===== src/design/gb3_pkg.sv =====
package gb3_pkg;

   // configuration port
   localparam int CSR_IW = 1;
   localparam int CSR_DW = 16;

   typedef enum logic [CSR_IW-1:0] {
      CSR_IMAGE_WIDTH  = 1'b0,
      CSR_IMAGE_HEIGHT = 1'b1
   } gb3_csr_type;

   localparam int RST_IMAGE_WIDTH  = 2048;
   localparam int RST_IMAGE_HEIGHT = 1080;

   // result kinds carried by one queue entry, in emission order
   localparam int F_LAG   = 0;   // interior row, one row late (blur or left copy)
   localparam int F_RIGHT = 1;   // right border copy of the lagged row
   localparam int F_NOW   = 2;   // first or last row, copied at once

   // queue between front and back
   localparam int QDEPTH = 8;
   localparam int QAW    = 3;
   localparam int QCW    = 4;

   typedef struct packed {
      logic [2:0]  flags;
      logic [15:0] lag_pix;
      logic [15:0] right_pix;
      logic [15:0] now_pix;
      logic [15:0] row;
      logic [10:0] col;
   } gb3_entry_type;

   typedef struct packed {
      logic [QCW-1:0] count;
      logic           empty;
   } gb3_qstat_type;

endpackage


===== src/design/gb3_queue.sv =====
module gb3_queue (
   input  logic                   clock,
   input  logic                   reset,
   input  logic                   push,
   input  gb3_pkg::gb3_entry_type push_entry,
   input  logic                   pop,
   output gb3_pkg::gb3_entry_type head,
   output gb3_pkg::gb3_qstat_type stat
);

   gb3_pkg::gb3_entry_type      slot_ff [gb3_pkg::QDEPTH];
   logic [gb3_pkg::QAW-1:0]     wr_ptr_ff, wr_ptr_in;
   logic [gb3_pkg::QAW-1:0]     rd_ptr_ff, rd_ptr_in;
   logic [gb3_pkg::QCW-1:0]     count_ff, count_in;

   always_comb begin
      wr_ptr_in = push ? wr_ptr_ff + gb3_pkg::QAW'(1) : wr_ptr_ff;
      rd_ptr_in = pop  ? rd_ptr_ff + gb3_pkg::QAW'(1) : rd_ptr_ff;
      count_in  = count_ff + gb3_pkg::QCW'(push) - gb3_pkg::QCW'(pop);
   end

   always_ff @(posedge clock) begin
      if (reset) begin
         wr_ptr_ff <= '0;
         rd_ptr_ff <= '0;
         count_ff  <= '0;
      end else begin
         wr_ptr_ff <= wr_ptr_in;
         rd_ptr_ff <= rd_ptr_in;
         count_ff  <= count_in;
      end
   end

   always_ff @(posedge clock) begin
      if (push) begin
         slot_ff[wr_ptr_ff] <= push_entry;
      end
   end

   assign head       = slot_ff[rd_ptr_ff];
   assign stat.count = count_ff;
   assign stat.empty = count_ff == '0;

endmodule


===== config.mk =====
export PLATFORM = sky130hd
export DESIGN_NAME = gb3_queue
export DESIGN_NICKNAME = d
export VERILOG_FILES = /design/src/design/gb3_pkg.sv /design/src/design/gb3_queue.sv
export SDC_FILE = /design/constraint.sdc
export NUM_CORES = 1
export LEC_CHECK = 0
export BUFFER_PORTS_ARGS = -buffer_cell sky130_fd_sc_hd__buf_2
export CAP_MARGIN = 20
export CORE_ASPECT_RATIO = 0.75
export CORE_MARGIN = 5
export CORE_UTILIZATION = 60
export CTS_CLUSTER_DIAMETER = 50
export DETAILED_ROUTE_END_ITERATION = 10
export GPL_TIMING_DRIVEN = 0
export PLACE_DENSITY = 0.89
export SKIP_CTS_REPAIR_TIMING = 1
export SYNTH_ARGS = -nofsm -noshare
export SYNTH_HDL_FRONTEND = slang
export SYNTH_SLANG_ARGS = --single-unit

===== constraint.sdc =====
create_clock -name clock -period 24.4 [get_ports clock]
set_clock_uncertainty 0.2 [all_clocks]
set_input_delay 6.1 -clock clock [delete_from_list [all_inputs] [get_ports clock]]
set_output_delay 6.1 -clock clock [all_outputs]
set_load 0.02 [all_outputs]

**After elaboration in Yosys (flattened, before gate mapping)**

Memory sizes are Yosys's and may differ from the RTL's. A register that Yosys moved wholly into a read port is not among the register bits.
Cells that the tools add are included.
Widths: inputs -> output; s select.

- Register bits after elaboration: 10
- Latch bits: 0
- Bits in writable memories: 624
- Memory bits (read-only): 0
- Bits of input ports: 82
- Output and inout port bits: 83
- Memories kept: 1

- Add/sub/neg operators: 4
- Multiply operators: 0
- Divide/modulo/power cells: 0
- Magnitude comparators: 0
- Equal/unequal tests: 0
- Shift operators: 0
- Mux-type cells: 4
- Bitwise gates (word level): 0
- Reduce and logical (&&, ||, !) cells: 1

Memory list:

| name | depth | bits a word | rd ports | clocked after memory_dff | wr ports | RTL line | RTL |
|---|---|---|---|---|---|---|---|
| slot_ff | 8 | 78 | 1 | 1 | 1 | gb3_queue.sv:11 | `gb3_pkg::gb3_entry_type slot_ff [gb3_pkg::QDEPTH];` |

Operators by type and width:

| operator | count |
|---|---|
| $add 3x1->3 const B | 2 |
| $mux 3 | 2 |
| $add 4x1->4 | 1 |
| $logic_not 4->1 | 1 |
| $sub 4x1->4 | 1 |
| $mux 1 | 2 |

**Logic depth before layout (Yosys ltp)**

- Depth in word-level cells: 3
- Depth in mapped cells: 8

**Least setup slack after synthesis**

OpenSTA, ideal clock, no wires.

- Kind: input to register
- Start: in push
- End: mem slot_ff[0][0] (netlist bit), enable pin
- Library setup time: 610 ps
- Data arrival time: 11483 ps
- Required time: 23590 ps
- Path slack: 12107 ps
- Stages: 2
- Path buffers: 0
- Cell sequence: nand2b_1 nor3_1

- Word-level cells in the longest chain between the ends: 2

RTL lines:

| what | RTL line | RTL |
|---|---|---|
| start: declaration | gb3_queue.sv:4 | `input logic push,` |
| $mux 1 | gb3_queue.sv:35 | `if (push) begin` |
| $mux 1 (not written as such) | gb3_queue.sv:36 | `slot_ff[wr_ptr_ff] <= push_entry;` |
| end: declaration | gb3_queue.sv:11 |  |

No other way between the ends.

==> impl_metrics.ini <==
[global_routing]
gr-usage-all-layers = 0.238
grt_pass1_wl_um = 76700
gr-total-overflow = 0
use_met1 = 0.317
grt_max_degree = 28
met3_usage = 0.0502
grt-busiest-layer = met2
grt_pass1_vias = 11952
met2_usage = 0.405
antenna_found_initial = 12

[yosys]
ys_top_cells_by_area = edfxtp_1 78%, mux4_2 15%, mux2_2 3.7%, dfxtp_1 1.1%, buf_6 0.75%
synth_top_area_frac = 0.780
yosys.area.top_type = edfxtp_1
synth_cells = 970
syn_avg_cell_area_um2 = 24.8
yosys_warnings = 0
synth_cell_types = 23
synth-seq-cells = 637
ys_seq_area_frac = 0.791
synth_fp_nets = 1060
synth_area_um2 = 24000

[timing]
fin_crit_sh = 0.380
post-route-worst-setup-slack_ns = 15.12
finalHoldViolations = 0
max_freq_mhz = 108
worst_pin_slew_ns = 0.869
layout_min_cycle_time_ns = 9.28
finalSetupViolCount = 0
tns_ns = 0
slew_headroom = 0.421
rsz0062_at_grt = false
drv_slew = 0

[place]
dp.cells = 1694
hpwl_um = 31200
port_buffers = 164
dp_slack_ns = 15.72
place_area_um2 = 26200
gp_congestion = 0.702

[routing]
vias = 11166
wl_um = 51800
antenna_left = 0
wl_per_cell_um = 28.7
dr.first_iter.drc_count = 1037
first_pass_iters = 5
drc = 0
viasPerCell = 6.18

[clock_network]
insertion_delay_ns = 0.60
cts_tree = done
clock-sinks = 637
cts_inserted_buffers = 57
clkTransAtPathRegs_ns = 0.06
cts-root-buf = clkbuf_16
h-tree-depth = 2
clock_path_buffers = 3

[worst_hold_path]
hp-class = reg -> reg

[finish]
area_growth_pct = 17.0
layout_common_cells = 624 x edfxtp_1, 168 x buf_2, 156 x mux4_2
nNetsFinal = 1323
final_common_cell = edfxtp_1
final_cell_area_um2 = 28100
nFillCells = 2237
layout-drive-gt1-share = 0.430
fin_cells = 1807

[floorplanning]
num_rows = 63
chipWidth_um = 241
io_pins = 165
die_height_um = 183
start_util = 0.607
fp.coreArea_um2 = 39600
die-area_um2 = 44200

[power]
power-per-cell-area_nw_per_um2 = 83.9
ir_drop_mv = 0.0684
leakagePower_nw = 9.06
total_power_mw = 2.36

[setup_path]
start_kind = flip-flop
crit_required_ns = 18.10
worstSetupEndpoint = head[58]
crit_type = reg -> out
regToRegStartpoint = wr_ptr_ff[0]
endpoint_kind = output pin
path_max_fanout = 10
ff2ff_path_depth = 5
reg2reg_to = slot_ff[7][28]
r2r_slack_ns = 21.99
crit_arrival_ns = 2.98

[run]
cap_violations = 0

[run_status]
status = finished, final reports clean
[how the worst min path moves through the flow]
| stage | startpoint | endpoint | slack (ns) | depth (start not counted) |
|---|---|---|---|---|
| 2_1_floorplan | rd_ptr_ff[2] | flip-flop | 0.28 | 2 |
| 3_3_place_gp | wr_ptr_ff[2] | wr_ptr_ff[2] | 0.31 | 2 |
| 3_5_place_dp | wr_ptr_ff[2] | wr_ptr_ff[2] | 0.33 | 2 |
| 4_1_cts | wr_ptr_ff[2] | wr_ptr_ff[2] | 0.35 | 2 |
| 5_1_grt | rd_ptr_ff[2] | flip-flop | 0.38 | 2 |
| 6_report | wr_ptr_ff[2] | wr_ptr_ff[2] | 0.35 | 2 |
[cell families (layout without fill, tap and decap cells)]
| group | after synthesis | after routing | synth area share |
|---|---|---|---|
| and+or+nand+nor | 29 | 29 | 0.00531 |
| buffers and inverters | 52 | 362 | 0.0133 |
| AOI/OAI and AO/OA | 3 | 3 | 0.000781 |
| muxes | 236 | 236 | 0.184 |
| adders and majority gates | 8 | 8 | 0.00448 |
| xor gates and xnor gates | 5 | 5 | 0.00182 |
| DFF | 637 | 637 | 0.791 |
| other | 0 | 7 | 0 |
[metal layers]
metal | vias up | routed length, um
li1 | 4672 | -
met1 | 5865 | 19300
met2 | 512 | 27200
met3 | 107 | 3830
met4 | 10 | 1400
met5 | - | 53
[worst max-delay path, cell delays in order, from the launching register on]
cell and delay [ns]:
dfxtp_1 0.30, clkbuf_1 0.44, buf_2 0.41, buf_1 0.61, mux2_2 0.45, buf_2 0.17
[sequential cells by signal (all words and copies together), names as in the netlist, named ones only]
name,count
wr_ptr_ff,3
count_ff,4
slot_ff,624
rd_ptr_ff,3
[cell usage after synthesis]
cell / count
a21oi_1: 2
a31o_2: 1
and3_1: 1
buf_1: 14
buf_2: 4
buf_6: 16
clkbuf_1: 11
dfxtp_1: 13
edfxtp_1: 624
fa_1: 1
ha_1: 7
inv_1: 7
mux2_2: 78
mux2i_1: 2
mux4_2: 156
nand2_1: 4
nand2b_1: 4
nand3_1: 1
nor2_1: 16
nor2b_1: 1
nor3_1: 2
xnor2_1: 2
xor2_1: 3
[where the power goes]
part,internal (mW),switching (mW)
Sequential,1.23,0.00926
Clock,0.503,0.381
Combinational,0.101,0.132
[through the flow]
stage	util	hold slack (ns)
2_1_floorplan	-	0.285
3_3_place_gp	0.644	0.306
3_5_place_dp	0.663	0.330
4_1_cts	0.710	0.346
5_1_grt	0.710	0.379
6_report	0.710	0.348
[area by class of cell]
type,instances,area (um^2),share of cell area
flip-flops and latches,637,19000,0.676
multi-input cells,281,4760,0.170
repair buffers,204,1510,0.0537
clock buffers,67,1510,0.0536
well taps,520,651,0.0232
clock inverters,39,335,0.0119
plain buffers,45,294,0.0105
inverters,7,26.3,0.000935
diodes,7,17.5,0.000623
Note: power is estimated with default switching activity, not from simulation.
