--- src/design/gb3_pkg.sv ---
package gb3_pkg;

   // configuration port
   localparam int CSR_IW = 1;
   localparam int CSR_DW = 16;

   typedef enum logic [CSR_IW-1:0] {
      CSR_IMAGE_WIDTH  = 1'b0,
      CSR_IMAGE_HEIGHT = 1'b1
   } gb3_csr_type;

   localparam int RST_IMAGE_WIDTH  = 2048;
   localparam int RST_IMAGE_HEIGHT = 1080;

   // result kinds carried by one queue entry, in emission order
   localparam int F_LAG   = 0;   // interior row, one row late (blur or left copy)
   localparam int F_RIGHT = 1;   // right border copy of the lagged row
   localparam int F_NOW   = 2;   // first or last row, copied at once

   // queue between front and back
   localparam int QDEPTH = 8;
   localparam int QAW    = 3;
   localparam int QCW    = 4;

   typedef struct packed {
      logic [2:0]  flags;
      logic [15:0] lag_pix;
      logic [15:0] right_pix;
      logic [15:0] now_pix;
      logic [15:0] row;
      logic [10:0] col;
   } gb3_entry_type;

   typedef struct packed {
      logic [QCW-1:0] count;
      logic           empty;
   } gb3_qstat_type;

endpackage

--- src/design/gb3_back.sv ---
module gb3_back (
   input  logic                   clock,
   input  logic                   reset,
   input  gb3_pkg::gb3_entry_type head,
   input  gb3_pkg::gb3_qstat_type q_stat,
   output logic                   q_pop,
   input  logic                   rsp_pop,
   output logic                   rsp_empty,
   output logic [15:0]            rsp_pixel_out,
   output logic [15:0]            rsp_out_row,
   output logic [10:0]            rsp_out_col,
   output logic                   rsp_run_last
);

   logic [2:0] done_ff, done_in;
   logic [2:0] remaining;
   logic [2:0] sel;
   logic       beat;

   assign remaining = head.flags & ~done_ff;
   assign rsp_empty = q_stat.empty;
   assign beat      = rsp_pop && !q_stat.empty;

   // emit the entry's results in raster order: lagged, right copy, current row
   always_comb begin
      sel           = '0;
      rsp_pixel_out = head.now_pix;
      rsp_out_row   = head.row;
      rsp_out_col   = head.col;
      if (remaining[gb3_pkg::F_LAG]) begin
         sel[gb3_pkg::F_LAG] = 1'b1;
         rsp_pixel_out       = head.lag_pix;
         rsp_out_row         = head.row - 16'd1;
         rsp_out_col         = head.col - 11'd1;
      end else if (remaining[gb3_pkg::F_RIGHT]) begin
         sel[gb3_pkg::F_RIGHT] = 1'b1;
         rsp_pixel_out         = head.right_pix;
         rsp_out_row           = head.row - 16'd1;
      end else begin
         sel[gb3_pkg::F_NOW] = 1'b1;
      end
   end

   assign rsp_run_last = (remaining & ~sel) == 3'd0;
   assign q_pop        = beat && rsp_run_last;

   always_comb begin
      done_in = done_ff;
      if (beat) begin
         done_in = rsp_run_last ? 3'd0 : (done_ff | sel);
      end
   end

   always_ff @(posedge clock) begin
      if (reset) begin
         done_ff <= '0;
      end else begin
         done_ff <= done_in;
      end
   end

endmodule

--- config.mk ---
export PLATFORM = sky130hd
export DESIGN_NAME = gb3_back
export DESIGN_NICKNAME = d
export VERILOG_FILES = /design/src/design/gb3_pkg.sv /design/src/design/gb3_back.sv
export SDC_FILE = /design/constraint.sdc
export NUM_CORES = 1
export LEC_CHECK = 0
export BUFFER_PORTS_ARGS = -buffer_cell sky130_fd_sc_hd__buf_2
export CORE_UTILIZATION = 30
export CTS_BUF_LIST = sky130_fd_sc_hd__clkbuf_8 sky130_fd_sc_hd__clkbuf_16
export DETAILED_ROUTE_END_ITERATION = 16
export GPL_TIMING_DRIVEN = 0
export PLACE_DENSITY = 0.77
export SLEW_MARGIN = 0
export SYNTH_ARGS = -nofsm -noshare
export SYNTH_HDL_FRONTEND = slang
export SYNTH_SLANG_ARGS = --single-unit
--- constraint.sdc ---
create_clock -name clock -period 4 [get_ports clock]
set_input_delay 0.4 -clock clock [delete_from_list [all_inputs] [get_ports clock]]
set_output_delay 0.4 -clock clock [all_outputs]
set_load 0.03 [all_outputs]
# After elaboration in Yosys (flattened, before gate mapping)
# Index checks and enable logic that the tools add are counted.
# W data, S select, Z words.
# word_totals
input_bits,86
output_inout_bits,46
ff_bits,3
# classes
n_reduce_logical,4
muxes,10
add_sub_neg,2
bitwise,5
# op_table
op,n
$mux W16,4
$sub A16 B1 Y16 const B,1
$mux W11,1
$sub A11 B1 Y11 const B,1
$and A3 B3 Y3,2
$not A3 Y3,2
$logic_not A3 Y1,1
$mux W1,3
$mux W3,1
$or A3 B3 Y3,1
$logic_and A1 B1 Y1,2
$mux W2,1
$logic_not A1 Y1,1

# Depth between registers and ports, before layout
# logic_depth
depth_word,8
ltp_mapped,6
mapped_depth_nobuf,6

# Worst setup path after synthesis
# OpenSTA, ideal clock, no wires.
# synth_timing
path_kind,input to output
startpoint,in head[17] (netlist name)
endpoint,out rsp_out_row[11]
cell_stages,4
t_arrival_ns,1.990
slack_ns,1.610
path_cell_list,or4_4 -> a2111oi_4 -> nand3_1 -> xnor2_1
# synth_between
elab_chain_cells,3
# synth_rtl
item,line,source
start: declaration,gb3_back.sv:4,"input gb3_pkg::gb3_entry_type head,"
$sub A16 B1 Y16 (*),"gb3_back.sv:33, gb3_back.sv:38",
$mux W16,gb3_back.sv:35,end else if (remaining[gb3_pkg::F_RIGHT]) begin
$mux W16 (*),gb3_back.sv:30,if (remaining[gb3_pkg::F_LAG]) begin
end: declaration,gb3_back.sv:10,"output logic [15:0] rsp_out_row,"
# Mark *: on every way between the ends. The rest lies on a longest branch, timed or not.

# Worst setup path after layout
# layout_timing
startpoint,reg done_ff[0]
endpoint,out rsp_pixel_out[3]
# layout_between
elab_chain_cells,3
# layout_rtl
item,line,source
start: declaration,gb3_back.sv:15,"logic [2:0] done_ff, done_in;"
start signal: assignment,gb3_back.sv:58,done_ff <= done_in;
$not A3 Y3,gb3_back.sv:20,assign remaining = head.flags & ~done_ff;
$and A3 B3 Y3,gb3_back.sv:20,
$mux W16,gb3_back.sv:30,
end: declaration,gb3_back.sv:9,"output logic [15:0] rsp_pixel_out,"
# No other way between the ends.

==> qor.yml <==
post_cts.repair.setup_buffers: 0
gp_congestion: 0.833
internal_power_uw: 183
critPathKind: "reg -> out"
ys_ff_latch: 3
vias: 1622
critPathLaunchType: "register"
p_leak_uw: 0.000908
p_switching_uw: 184
p_clk_frac: 0.242
antenna_left: 0
first_pass_iters: 4
seqPwrFrac: 0.086
maxCapViolations: 0
place_ws_ps: 1590
ys_seq_area_frac: 0.0598
n_antenna_cell: 0
grt_use_total: 0.205
switching_share: 0.501
globalRouteOverflowTotal: 0
antenna_found_initial: 0
worst_slack_ps: 1540
power_density_nw_per_um2: 212
top_regs: "done_ff x3"
io_buffers: 126
combPwrFrac: 0.672
viasPerCell: 4.72
r2r_start: "done_ff[0]"
cts-hold-fix-buffers: 0
critPathCapture: "rsp_pixel_out[3]"
synthFlopType: "dfxtp_1"
hold_path.class: "in -> reg"
cp_data_arrival_time_ps: 2060
syn_area_per_cell_um2: 5.91
cp-startpoint: "done_ff[0]"
rsz0062_at_grt: "false"
nets: 389
critPathRequiredTime_ps: 3600
wirelength_mm: 3.80
clockRootBuffer: "clkbuf_8"
post-route-period-util: 0.616
utilization: 0.559
drt-initial-drc-count: 70
die_h_um: 59.9
io_pins: 132
fmax_mhz: 406
largest_reg_flops: 3
synth_area_um2: 1000
netlist_instances: 170
grt_pass1_vias: 1326
cts-resized-gates: 0
ys_top_cells_by_area: "nand2_1 (16%), a31oi_1 (11%), xnor2_1 (10%)"
fin_skew_ps: 3.57
die-area_um2: 3580
start_util: 0.324
final_layout_size_suffix_gt1_frac: 0.453
r2r-end: "done_ff[1]"
drc_errors: 0
rrSetupSlack_ps: 2540
muxShareOfSynthArea: 0
synth_top_area_frac: 0.161
synth_xor_area_frac: 0.209
synth-compound-area-share: 0.194
outcome: "finished clean"
grt_pass1_wl_mm: 5.78
finalHoldViolCount: 0
rows: 20
fp.dieW_um: 59.9
synth_nets: 258
tritoncts: "done"
clkTransAtPathRegs_ps: 30
dp_hpwl_mm: 3.16
ys_async_sr_fraction: 0
grt_max_degree: 11
tns_ps: 0
top_register: "done_ff"
cts_buffers: 3
core_area_um2: 3100
clock-sinks: 3
htreeDepth: 1
area_delta_synth_final_pct: 72.7
worst-r2r-cell-count: 5
clockBufferDepth: 2
wl_per_cell_um: 11.1
max_slew.worst_pin.slew_ps: 497
synth_edf_count: 0
setup_violations: 0
final.fill_count: 360
slew_headroom: 0.666
insertion_delay_ps: 220
synthSimpleGateAreaFrac: 0.451
ys_types: 33
synth_warnings: 0
synth_adder_area_share: 0.0249
cp_max_fo: 10
synth_top_family_by_area: "simple AND/OR/NAND/NOR gates"
period_needed_ps: 2460
end_kind: "output pin"
synth_top_area_cell: "nand2_1"
vdd_drop_max_mv: 0.193
slew_violations: 0
==> critical path, stage by stage, from the launching register on <==
cell and delay (ps):
dfxtp_1 330, nand2b_1 240, clkbuf_1 380, buf_1 380
nor2_1 80, a31oi_1 190, buf_2 230
==> metal layers <==
metal | vias to the layer above | wire [um] | track usage
met2 | 58 | 1910 | 0.357
met5 | - | 0 | 0
met1 | 712 | 1650 | 0.266
li1 | 845 | - | -
met4 | 0 | 67 | 0.0698
met3 | 7 | 171 | 0.0108
==> cells in the final DEF, fill, tap and decap left out, drive strengths merged, types with 2 or more instances in the layout <==
master,synthesis,routed
buf,5,131
nand2,43,43
nor2,24,24
a31oi,17,17
xnor2,12,12
xor2,12,12
clkbuf,6,9
nor4,8,8
nor3,6,6
inv,4,5
nor2b,4,4
o21ai,4,4
dfxtp,3,3
or3,3,3
nand2b,2,2
a21oi,2,2
ha,2,2
==> power by group through the flow <==
stage | registers, uW | logic, uW | clock network, uW
floorplan | 31.8 | 151 | 0
global placement | 31.8 | 245 | 0
detailed placement | 31.9 | 247 | 0
CTS | 31.5 | 248 | 88.9
global route | 31.6 | 267 | 93.8
finish | 31.5 | 247 | 88.8
==> worst min path at each step <==
stage,startpoint,end,slack (ps),cells past startpoint
3_3_place_gp,done_ff[2],done_ff[2],490,1
4_1_cts,reset,done_ff[0],370,2
6_report,reset,done_ff[0],370,2
3_5_place_dp,done_ff[2],done_ff[2],490,1
5_1_grt,reset,done_ff[1],390,2
2_1_floorplan,done_ff[2],done_ff[2],470,1
==> cells by family (layout without fill, tap and decap cells) <==
kind of cell | after synthesis | in the layout
simple gates | 98 | 98
compound gates | 28 | 28
xor+xnor | 24 | 24
buf+inv | 15 | 145
flops | 3 | 3
fa+ha+maj | 2 | 2
==> Yosys cell counts, types with 3 or more instances <==
cell,n
inv_1,4
dfxtp_1,3
nor4_1,8
o21ai_0,4
a31oi_1,17
xor2_1,12
clkbuf_1,6
nor3_1,6
xnor2_1,12
nor2b_1,4
nand2_1,43
buf_1,3
nor2_1,24
==> through the flow <==
stage	power (uW)	hold slack (ps)	instance area (um^2)	cells
final	367	372	1740	344
after global routing	393	387	1740	344
after CTS	368	375	1740	344
after detailed placement	278	493	1690	340
after global placement	277	486	1690	340
after floorplan	183	471	1000	170
==> area by class of cell <==
| cell class | instances | area [um^2] | share of cell area |
|---|---|---|---|
| buffer | 11 | 46.3 | 0.0267 |
| clock buffer | 3 | 41.3 | 0.0238 |
| clock inverter | 1 | 3.75 | 0.00216 |
| inverter | 4 | 15.0 | 0.00865 |
| multi-input combinational | 152 | 883 | 0.509 |
| sequential | 3 | 60.1 | 0.0346 |
| tap | 44 | 55.1 | 0.0317 |
| timing repair buffer | 126 | 631 | 0.363 |
Note: power is estimated with default switching activity, not from simulation.
